==> config.mk <==
export PLATFORM = sky130hd
export DESIGN_NAME = monetary_text_normalizer
export DESIGN_NICKNAME = d
export VERILOG_FILES = /design/src/hw/rtl/mtn_pkg.sv /design/src/hw/rtl/monetary_text_normalizer.sv /design/src/hw/rtl/mtn_judge.sv /design/src/hw/rtl/mtn_outbuf.sv /design/src/hw/rtl/mtn_core.sv
export SDC_FILE = /design/constraint.sdc
export NUM_CORES = 1
export LEC_CHECK = 0
export CAP_MARGIN = 10
export CORE_MARGIN = 2
export CORE_UTILIZATION = 30
export CTS_BUF_LIST = sky130_fd_sc_hd__clkbuf_2
export DETAILED_ROUTE_END_ITERATION = 10
export DONT_BUFFER_PORTS = 1
export MAX_ROUTING_LAYER = met4
export PLACE_DENSITY = 0.42
export SYNTH_ARGS = -nofsm -noshare
export SYNTH_HDL_FRONTEND = slang
export SYNTH_SLANG_ARGS = --single-unit
==> constraint.sdc <==
create_clock -name clk -period 7.2 [get_ports clk]
set_clock_uncertainty 0.05 [all_clocks]
set_input_delay 1.44 -clock clk [delete_from_list [all_inputs] [get_ports clk]]
set_output_delay 1.44 -clock clk [all_outputs]
set_load 0.03 [all_outputs]
==> src/hw/rtl/mtn_pkg.sv <==
`timescale 1ns / 1ps
package mtn_pkg;

  // Character codes
  localparam logic [7:0] SPACE    = 8'h20;
  localparam logic [7:0] DOLLAR   = 8'h24;
  localparam logic [7:0] EURO     = 8'h80;
  localparam logic [7:0] POUND    = 8'hA3;
  localparam logic [7:0] CENT     = 8'hA2;
  localparam logic [7:0] LOWER_C  = 8'h63;
  localparam logic [7:0] DOT      = 8'h2E;
  localparam logic [7:0] COMMA    = 8'h2C;
  localparam logic [7:0] ZERO     = 8'h30;
  localparam logic [7:0] NINE     = 8'h39;

  // Window geometry
  localparam int unsigned WinDepth = 4;
  localparam int unsigned FillW    = 3;

  typedef struct packed {
    logic [7:0] in_byte;
    logic       in_last;
  } in_req_t;

  typedef struct packed {
    logic [7:0] out_byte;
    logic       has_byte;
    logic       out_last;
  } out_req_t;

  // Verdict on one judged byte
  typedef struct packed {
    logic       emit;
    logic [7:0] obyte;
  } judge_t;

  function automatic logic is_digit(input logic [7:0] b);
    return (b >= ZERO) && (b <= NINE);
  endfunction

  function automatic logic is_money(input logic [7:0] b);
    return (b == EURO) || (b == POUND) || (b == CENT);
  endfunction

  function automatic logic [7:0] translate(input logic [7:0] b);
    logic [7:0] r;
    r = b;
    if (b == EURO || b == POUND) begin
      r = DOLLAR;
    end else if (b == CENT) begin
      r = LOWER_C;
    end
    return r;
  endfunction

endpackage

==> src/hw/rtl/monetary_text_normalizer.sv <==
`timescale 1ns / 1ps
// Money string normalizer.
// Input channel (in_valid / in_stall / in_data): one byte of the string per
// request, in_last set on its final byte. Output channel (out_valid /
// out_stall / out_data): normalized bytes, out_last set on the final one.
// A byte is decided once three bytes follow it, so mid-string a byte leaves
// in the request that arrives three requests later and appears on out_valid
// in the cycle after that request is taken. One request is accepted per
// cycle while in_stall is low. The request marked in_last starts a drain of
// the window: in_stall is high while each pending byte (up to 4) is judged
// and while the result buffer is full, each drain cycle yielding at most one
// result; the final byte always comes out with out_last.
// Results pass through a two-entry buffer, so a stall on the output holds
// back the input only once both entries are full; a stalled result holds.
// Reset (rst, synchronous) empties the window and the buffer; the block is
// ready for a new string in the first cycle after reset.
module monetary_text_normalizer (
  input  logic              clk,
  input  logic              rst,
  input  logic              in_valid,
  output logic              in_stall,
  input  mtn_pkg::in_req_t  in_data,
  output logic              out_valid,
  input  logic              out_stall,
  output mtn_pkg::out_req_t out_data
);

  logic              can_push;
  logic              push;
  mtn_pkg::out_req_t push_data;

  mtn_core u_core (
    .clk       (clk),
    .rst       (rst),
    .in_valid  (in_valid),
    .in_stall  (in_stall),
    .in_data   (in_data),
    .can_push  (can_push),
    .push      (push),
    .push_data (push_data)
  );

  mtn_outbuf u_outbuf (
    .clk       (clk),
    .rst       (rst),
    .push      (push),
    .push_data (push_data),
    .can_push  (can_push),
    .out_valid (out_valid),
    .out_stall (out_stall),
    .out_data  (out_data)
  );

endmodule

==> src/hw/rtl/mtn_judge.sv <==
`timescale 1ns / 1ps
// Decides one byte from itself, the byte before it and three bytes ahead.
module mtn_judge (
  input  logic [7:0]      cur,
  input  logic [7:0]      n1,
  input  logic [7:0]      n2,
  input  logic [7:0]      n3,
  input  logic [7:0]      prior,
  input  logic            first,
  output mtn_pkg::judge_t res
);

  always_comb begin
    res.emit  = 1'b1;
    res.obyte = cur;
    priority if (first || mtn_pkg::is_money(cur)) begin
      res.obyte = mtn_pkg::translate(cur);
    end else if (cur == mtn_pkg::DOT || cur == mtn_pkg::COMMA) begin
      // decimal mark between digits; dropped as a thousands mark
      if (mtn_pkg::is_digit(prior) && mtn_pkg::is_digit(n1)) begin
        if (mtn_pkg::is_digit(n3)) begin
          res.emit = 1'b0;
        end else begin
          res.obyte = mtn_pkg::DOT;
        end
      end
    end else if (cur == mtn_pkg::SPACE) begin
      // space used as a thousands separator
      if (mtn_pkg::is_digit(prior) && n1 == mtn_pkg::ZERO &&
          n2 == mtn_pkg::ZERO && n3 == mtn_pkg::ZERO) begin
        res.emit = 1'b0;
      end
    end else begin
      res.obyte = cur;
    end
  end

endmodule

==> src/hw/rtl/mtn_outbuf.sv <==
`timescale 1ns / 1ps
// Two-entry result buffer; absorbs receiver stalls until both entries are full.
module mtn_outbuf (
  input  logic              clk,
  input  logic              rst,
  input  logic              push,
  input  mtn_pkg::out_req_t push_data,
  output logic              can_push,
  output logic              out_valid,
  input  logic              out_stall,
  output mtn_pkg::out_req_t out_data
);

  mtn_pkg::out_req_t slots [2];
  logic       rd_ptr;
  logic       wr_ptr;
  logic [1:0] count;
  logic [1:0] count_next;
  logic       pop;

  assign out_valid = (count != 2'd0);
  assign out_data  = slots[rd_ptr];
  assign can_push  = (count != 2'd2);
  assign pop       = out_valid && !out_stall;

  always_comb begin
    count_next = count;
    if (push && !pop) begin
      count_next = count + 2'd1;
    end else if (!push && pop) begin
      count_next = count - 2'd1;
    end
  end

  // pointers and fill
  always_ff @(posedge clk) begin
    if (rst) begin
      rd_ptr <= 1'b0;
      wr_ptr <= 1'b0;
      count  <= 2'd0;
    end else begin
      count <= count_next;
      if (push) begin
        wr_ptr <= ~wr_ptr;
      end
      if (pop) begin
        rd_ptr <= ~rd_ptr;
      end
    end
  end

  // payload storage
  always_ff @(posedge clk) begin
    if (push) begin
      slots[wr_ptr] <= push_data;
    end
  end

endmodule

==> src/hw/rtl/mtn_core.sv <==
`timescale 1ns / 1ps
// Look-ahead window, string state and end-of-string drain.
module mtn_core (
  input  logic              clk,
  input  logic              rst,
  input  logic              in_valid,
  output logic              in_stall,
  input  mtn_pkg::in_req_t  in_data,
  input  logic              can_push,
  output logic              push,
  output mtn_pkg::out_req_t push_data
);

  localparam logic [mtn_pkg::FillW-1:0] FILL_ONE   = mtn_pkg::FillW'(1);
  localparam logic [mtn_pkg::FillW-1:0] FILL_TWO   = mtn_pkg::FillW'(2);
  localparam logic [mtn_pkg::FillW-1:0] FILL_THREE = mtn_pkg::FillW'(3);
  localparam logic [mtn_pkg::FillW-1:0] FILL_FULL = mtn_pkg::FillW'(mtn_pkg::WinDepth - 1);

  logic [7:0]               win [mtn_pkg::WinDepth];
  logic [7:0]               win_next [mtn_pkg::WinDepth];
  logic [mtn_pkg::FillW-1:0] fill, fill_next;
  logic [7:0]               prior, prior_next;
  logic                     first, first_next;
  logic                     flushing, flushing_next;

  logic [7:0]      j_cur, j_n1, j_n2, j_n3;
  mtn_pkg::judge_t verdict;
  logic            accept;

  assign in_stall = flushing || !can_push;
  assign accept   = in_valid && !in_stall;

  // judge inputs: drain reads the window, steady state takes the new byte as n3
  always_comb begin
    j_cur = win[0];
    if (flushing) begin
      j_n1 = (fill > FILL_ONE)   ? win[1] : mtn_pkg::SPACE;
      j_n2 = (fill > FILL_TWO)   ? win[2] : mtn_pkg::SPACE;
      j_n3 = (fill > FILL_THREE) ? win[3] : mtn_pkg::SPACE;
    end else begin
      j_n1 = win[1];
      j_n2 = win[2];
      j_n3 = in_data.in_byte;
    end
  end

  mtn_judge u_judge (
    .cur   (j_cur),
    .n1    (j_n1),
    .n2    (j_n2),
    .n3    (j_n3),
    .prior (prior),
    .first (first),
    .res   (verdict)
  );

  // next state and result
  always_comb begin
    win_next      = win;
    fill_next     = fill;
    prior_next    = prior;
    first_next    = first;
    flushing_next = flushing;
    push          = 1'b0;
    push_data     = '0;
    if (flushing) begin
      if (can_push) begin
        push               = verdict.emit || (fill == FILL_ONE);
        push_data.out_byte = verdict.emit ? verdict.obyte : 8'h00;
        push_data.has_byte = verdict.emit;
        push_data.out_last = (fill == FILL_ONE);
        win_next[0] = win[1];
        win_next[1] = win[2];
        win_next[2] = win[3];
        fill_next   = fill - FILL_ONE;
        prior_next  = win[0];
        first_next  = 1'b0;
        if (fill == FILL_ONE) begin
          // string done: back to the idle state
          flushing_next = 1'b0;
          fill_next     = '0;
          prior_next    = mtn_pkg::SPACE;
          first_next    = 1'b1;
        end
      end
    end else if (accept) begin
      if (in_data.in_last) begin
        win_next[fill[1:0]] = in_data.in_byte;
        fill_next           = fill + FILL_ONE;
        flushing_next       = 1'b1;
      end else if (fill == FILL_FULL) begin
        push               = verdict.emit;
        push_data.out_byte = verdict.obyte;
        push_data.has_byte = 1'b1;
        push_data.out_last = 1'b0;
        win_next[0] = win[1];
        win_next[1] = win[2];
        win_next[2] = in_data.in_byte;
        prior_next  = win[0];
        first_next  = 1'b0;
      end else begin
        win_next[fill[1:0]] = in_data.in_byte;
        fill_next           = fill + FILL_ONE;
      end
    end
  end

  // control state
  always_ff @(posedge clk) begin
    if (rst) begin
      fill     <= '0;
      prior    <= mtn_pkg::SPACE;
      first    <= 1'b1;
      flushing <= 1'b0;
    end else begin
      fill     <= fill_next;
      prior    <= prior_next;
      first    <= first_next;
      flushing <= flushing_next;
    end
  end

  // window bytes, no reset
  always_ff @(posedge clk) begin
    win <= win_next;
  end

endmodule

# Yosys cells after proc, flatten, opt, wreduce, memory -nomap -nowiden
# Memory sizes are Yosys's and may differ from the RTL's. A register that Yosys moved wholly into a read port is not among the register bits.
# Index checks and enable logic that the tools add are counted.
# word_totals
out_inout_bits	12
elab_cells	143
input_bits	13
ram_bits	20
ff_bits	49
mem_count	1
# mem_list
name	words	width	rd	rd_clocked_by_memory_dff	wr	line	text
u_outbuf.slots	2	10	1	1	1	mtn_outbuf.sv:14	mtn_pkg::out_req_t slots [2];
# classes
order_cmp	11
reduce_logical	31
mux	65
add_sub_neg	4
bitwise_logic	4
eq_ne	16
# op_table
cell	n
$mux W8	19
$mux W24	3
$mux W32	2
$mux W10	5
$eq A8 B6 Y1 const B	6
$bwmux W32	1
$eq A8 B8 Y1 const B	3
$ge A8 B6 Y1 const B	3
$le A8 B6 Y1 const B	3
$mux W1	24
$mux W3	6
$mux W9	2
$demux W8 S2	1
$logic_and A1 B1 Y1	12
$reduce_bool A2 Y1	4
$gt A3 B2 Y1 const B	2
$logic_or A1 B1 Y1	6
$reduce_and A3 Y1	2
$logic_not A1 Y1	5
$mux W2	2
$ne A2 B1 Y1 const B	2
$ne A2 B2 Y1 const B	2
$reduce_and A4 Y1	1
$add A3 B1 Y3 const B	1
12 further kinds	14

# Logic depth before layout (Yosys ltp)
# logic_depth
depth_word	19
depth_mapped	10
depth_no_buf	10

# Cells and area by module
# From an unflattened synthesis, not the netlist that was laid out.
# unflattened
hier_cells	341
hier_area_um2	3692.3
# by_module_without_submodules
mod	seq_area_each_um2	instances	area_per_inst_um2	cells_each
mtn_core	1221.2	1	2508.7	247
mtn_outbuf	700.7	1	929.6	53
mtn_judge	0.0	1	254.0	41

# Worst setup path before layout
# OpenSTA, ideal clock, no wires.
# synth_path
kind	in2reg
start	input port in_data[1] (netlist name)
end	register u_outbuf.count[1]
required_time_ns	7.079
path_buffers	0
path_slack_ns	3.669
path_stages	8
setup_ns	0.071
t_arrival_ns	3.411
path_cell_list	nor4_1 > o2111ai_1 > or4_4 > a21oi_1 > o22ai_1 > ha_1 > or3_1 > a21oi_1
# synth_between
elab_chain_len	14
elab_cells_between_ends	23
cone_classes	order compare: 2; eq/ne: 1; mux: 13; reduce/logical: 7
# synth_rtl
element	line	text
start: declaration	monetary_text_normalizer.sv:22	input mtn_pkg::in_req_t in_data,
$mux W8 (*)	mtn_core.sv:36	if (flushing) begin
$ge A8 B6 Y1, or another cell as far along	mtn_pkg.sv:38	return (b >= ZERO) && (b <= NINE);
$logic_and A1 B1 Y1 (on tied branches)	mtn_pkg.sv:38, mtn_judge.sv:30	
$mux W1 (on tied branches)	mtn_judge.sv:21, mtn_judge.sv:29	
$mux W9 or $mux W1 (tied branches)	mtn_judge.sv:20, mtn_judge.sv:27	
$mux W9 (*)	mtn_judge.sv:18	end else if (cur == mtn_pkg::DOT || cur == mtn_pkg::COMMA) begin
$mux W1 (*)	mtn_judge.sv:16	priority if (first || mtn_pkg::is_money(cur)) begin
$mux W1	mtn_core.sv:91	end else if (fill == FILL_FULL) begin
$mux W1	mtn_core.sv:87	if (in_data.in_last) begin
$mux W1	mtn_core.sv:86	end else if (accept) begin
$mux W1 (*)	mtn_core.sv:66	if (flushing) begin
named net push	monetary_text_normalizer.sv:29	logic push;
$logic_not A1 Y1	mtn_outbuf.sv:30	end else if (!push && pop) begin
$logic_and A1 B1 Y1	mtn_outbuf.sv:30	
$reduce_bool A2 Y1 (no source line)	n/a	
end signal: assignment	mtn_outbuf.sv:42	count <= count_next;
end: declaration	mtn_outbuf.sv:17	logic [1:0] count;
# Mark *: on every way through the listed nets, which the timed path passes. The rest lies on a longest branch.
# A chain may end at the register's enable or synchronous reset.

# Worst setup path in the final report
# layout_path
start	register u_core.flushing
end	output port in_stall
# layout_between
elab_chain_len	1
# layout_rtl
element	line	text
start: declaration	mtn_core.sv:24	logic flushing, flushing_next;
start signal: assignment	mtn_core.sv:119	flushing <= flushing_next;
$logic_or A1 B1 Y1	mtn_core.sv:30	assign in_stall = flushing || !can_push;
end: declaration	monetary_text_normalizer.sv:21	output logic in_stall,
# Every way passes these cells.

==> results.md <==
- Status: finished clean
- Switching Share: 0.400
- Worst slew pin tran: around 1100 ps
- # DRC: 0
- Area delta synth->final: 7.60%
- Die Height: about 110 microns
- CTS H-tree depth: 3
- Placer congestion estimate: 0.774
- Clk sinks: 69
- Ys async rst share: 0
- Pint: 807 uW
- Crit path cell chain: inv_1 > nand2_1
- Total global-route track usage: 0.148
- Met1 usage: 0.196
- First-pass GRT wire length: about 14,000 microns
- Clk buf depth: 2
- DRT iter0 DRCs: 157
- Slowest cell on crit path: dfxtp_1
- Vias/cell: slightly above 5
- Syn Inst Count: approximately 320
- Max-capacitance violation count: 0
- Ys flop type: edfxtp_1
- Arr. time, crit path: about 2100 ps
- CTS Buf Count: 9
- Final #Nets: 339
- CP startpoint kind: register
- Ports: 25
- Clk Latency, worst-skew pair: roughly 530 ps
- Sequential fraction of the synthesis area: 0.547
- Final Max Slew Viols: 0
- Fin area: 0.00374 sq mm
- Initial antenna violation count: 0
- Core area: 0.0114 sq mm
- Via count: about 2.4k
- Wire length per cell: 18.5 microns
- Setup repair bufs after CTS: 0
- Root buf cell: clkbuf_2
- Yosys reg bits: between 60 and 70
- Power share of the sequential group: 0.498
- Synthesized area per cell: around 11 sq um
- Unique masters post-synth: 51
- Final setup viols: 0
- Post-Route WL: about 8600 microns
- Mapped Area: between 0.003 and 0.004 sq mm
- Worst EP required: between 5000 and 6000 ps
- CP peak stage delay: about 900 ps
- Post-DP HPWL: 5980 microns
- Worst vdd ir: approximately 120 uV
- Psw: roughly 540 uW
- Clock share of power: 0.170
- Syn nets: 338
- Drt first pass iters: 4
- N_diodes: 0
- Hold WS: 449 ps
- Antenna viol nets, final: 0
- RSZ-0062 raised after global routing: no
- Die width: 112 microns
- Port bufs: 0
- Post-CTS Hold Buffers: 0
- Largest net degree at the start of global routing: 25
- WP buf/inv: 1
- Core Rows: 39
- Starting density of the core: 0.306
- Vias in the first global route: between 2k and 2.5k
- Setup_tns: 0 ps
- Period utilization: 0.496
- Placement Cell Area: 0.00362 sq mm
- Final Hold Viols: 0
- Met2 global-route usage: 0.225
- Crit Path Class: register to primary output
- HP Class: register to register
- Busiest grt layer: met2
- Critical Path Fanout Max: 23
- Die area: approximately 0.012 sq mm
- Final Critical Period: ~3600 ps
- Synth Warn #: 0
- Design Power: roughly 1300 uW
- Resize count post-CTS: 0
- Worst setup EP type: primary output
- Logic pwr share: 0.332
- Crit path max-delay family: flip-flops
- Met3 Usage GRT: 0.0370
- P_leak: about 0.0013 uW
- CTS tree: built
- Clock transition at path regs: 190 ps
- Post-synth EDFFs: 52
- Power density over the cells: roughly 360 mW/mm^2
- Total congestion overflow: 0
- Peak Freq: approximately 0.28 GHz
- Ratio of cells with drive above 1 in the final layout: 0.114
- Slew headroom: 0.272
-- placed cells by master, fill, tap and decap left out, drive strengths merged, types with 4 or more instances in the layout --
cell type / count
dfxtp: 17
mux2i: 25
or3: 4
edfxtp: 52
nor4: 9
inv: 6
mux2: 10
ha: 6
nand2b: 6
buf: 4
a21oi: 12
nor3: 9
nor2: 28
and3: 8
nand3: 5
nand2: 35
o21ai: 31
clkbuf: 9
-- per-layer routing --
| metal | up-vias | routed length, microns |
|---|---|---|
| met1 | 1186 | 4250 |
| met4 | 0 | 59 |
| li1 | 1194 | - |
| met5 | - | 0 |
| met3 | 4 | 311 |
| met2 | 46 | 4020 |
-- power by group through the flow --
stage / Combinational, uW / Clock [uW] / Sequential (uW)
2_1_floorplan: 381 / 0 / 624
3_3_place_gp: 448 / 0 / 681
3_5_place_dp: 449 / 0 / 679
4_1_cts: 450 / 238 / 670
5_1_grt: 498 / 250 / 685
6_report: 447 / 228 / 670
-- path summary, 6_finish.rpt --
check	from	endpoint	slack, ps	cells after the start
setup reg to reg	u_core.flushing$_SDFF_PP0_	u_outbuf.count[1]$_SDFFE_PP0P_	3650	8
hold reg to reg	u_core.first$_SDFFE_PP1P_	u_core.first$_SDFFE_PP1P_	450	1
setup / recovery	u_core.flushing$_SDFF_PP0_	in_stall	3630	2
hold / removal	u_core.first$_SDFFE_PP1P_	u_core.first$_SDFFE_PP1P_	450	1
-- kinds of logic after synthesis --
| family | count (synthesis) | share of synthesized area |
|---|---|---|
| multiplexers | 35 | 0.104 |
| flip-flops | 69 | 0.547 |
| adder cells (fa/ha/maj) | 6 | 0.0216 |
| buffers and inverters | 20 | 0.0238 |
| XOR/XNOR | 3 | 0.00756 |
| AO/OA/AOI/OAI | 63 | 0.112 |
| AND/OR/NAND/NOR | 123 | 0.183 |
-- cell usage after synthesis (all sizes together), types with 2 or more instances --
library cell,number,area share
a21oi,12,0.017
edfxtp,52,0.45
ha,6,0.022
o21a,2,0.0043
nor4b,2,0.0050
a21o,2,0.0043
o31ai,2,0.0043
and3,8,0.014
or3,4,0.0076
nand2b,6,0.011
clkbuf,10,0.011
nor2,28,0.030
mux2i,25,0.072
inv,6,0.0065
o21ai,31,0.045
nand3,5,0.0072
nor3b,3,0.0065
buf,4,0.0065
dfxtp,17,0.098
o211ai,2,0.0043
nand4,2,0.0036
mux2,10,0.032
xor2,3,0.0076
a211o,3,0.0079
nor2b,2,0.0036
nor3,9,0.013
nor4,9,0.018
or3b,3,0.0076
nand2,35,0.038
-- metrics by stage --
stage / instances / util / setup slack, ps
6_report: 468 / 0.329 / 3630
5_1_grt: 468 / 0.329 / 3420
3_3_place_gp: 451 / 0.318 / 3460
2_1_floorplan: 319 / - / 3670
4_1_cts: 467 / 0.328 / 3580
3_5_place_dp: 451 / 0.318 / 3440
-- area by class of cell --
cell class | instances | area (sq um)
Timing Repair Buffer | 4 | 33.8
Clock buffer | 9 | 45.0
Sequential cell | 69 | 1900
Multi-Input combinational cell | 230 | 1490
Inverter | 6 | 22.5
Fill cell | 1188 | 7630
Clock inverter | 7 | 66.3
Tap cell | 143 | 179
No activity file was read; power rests on OpenSTA's default activity.
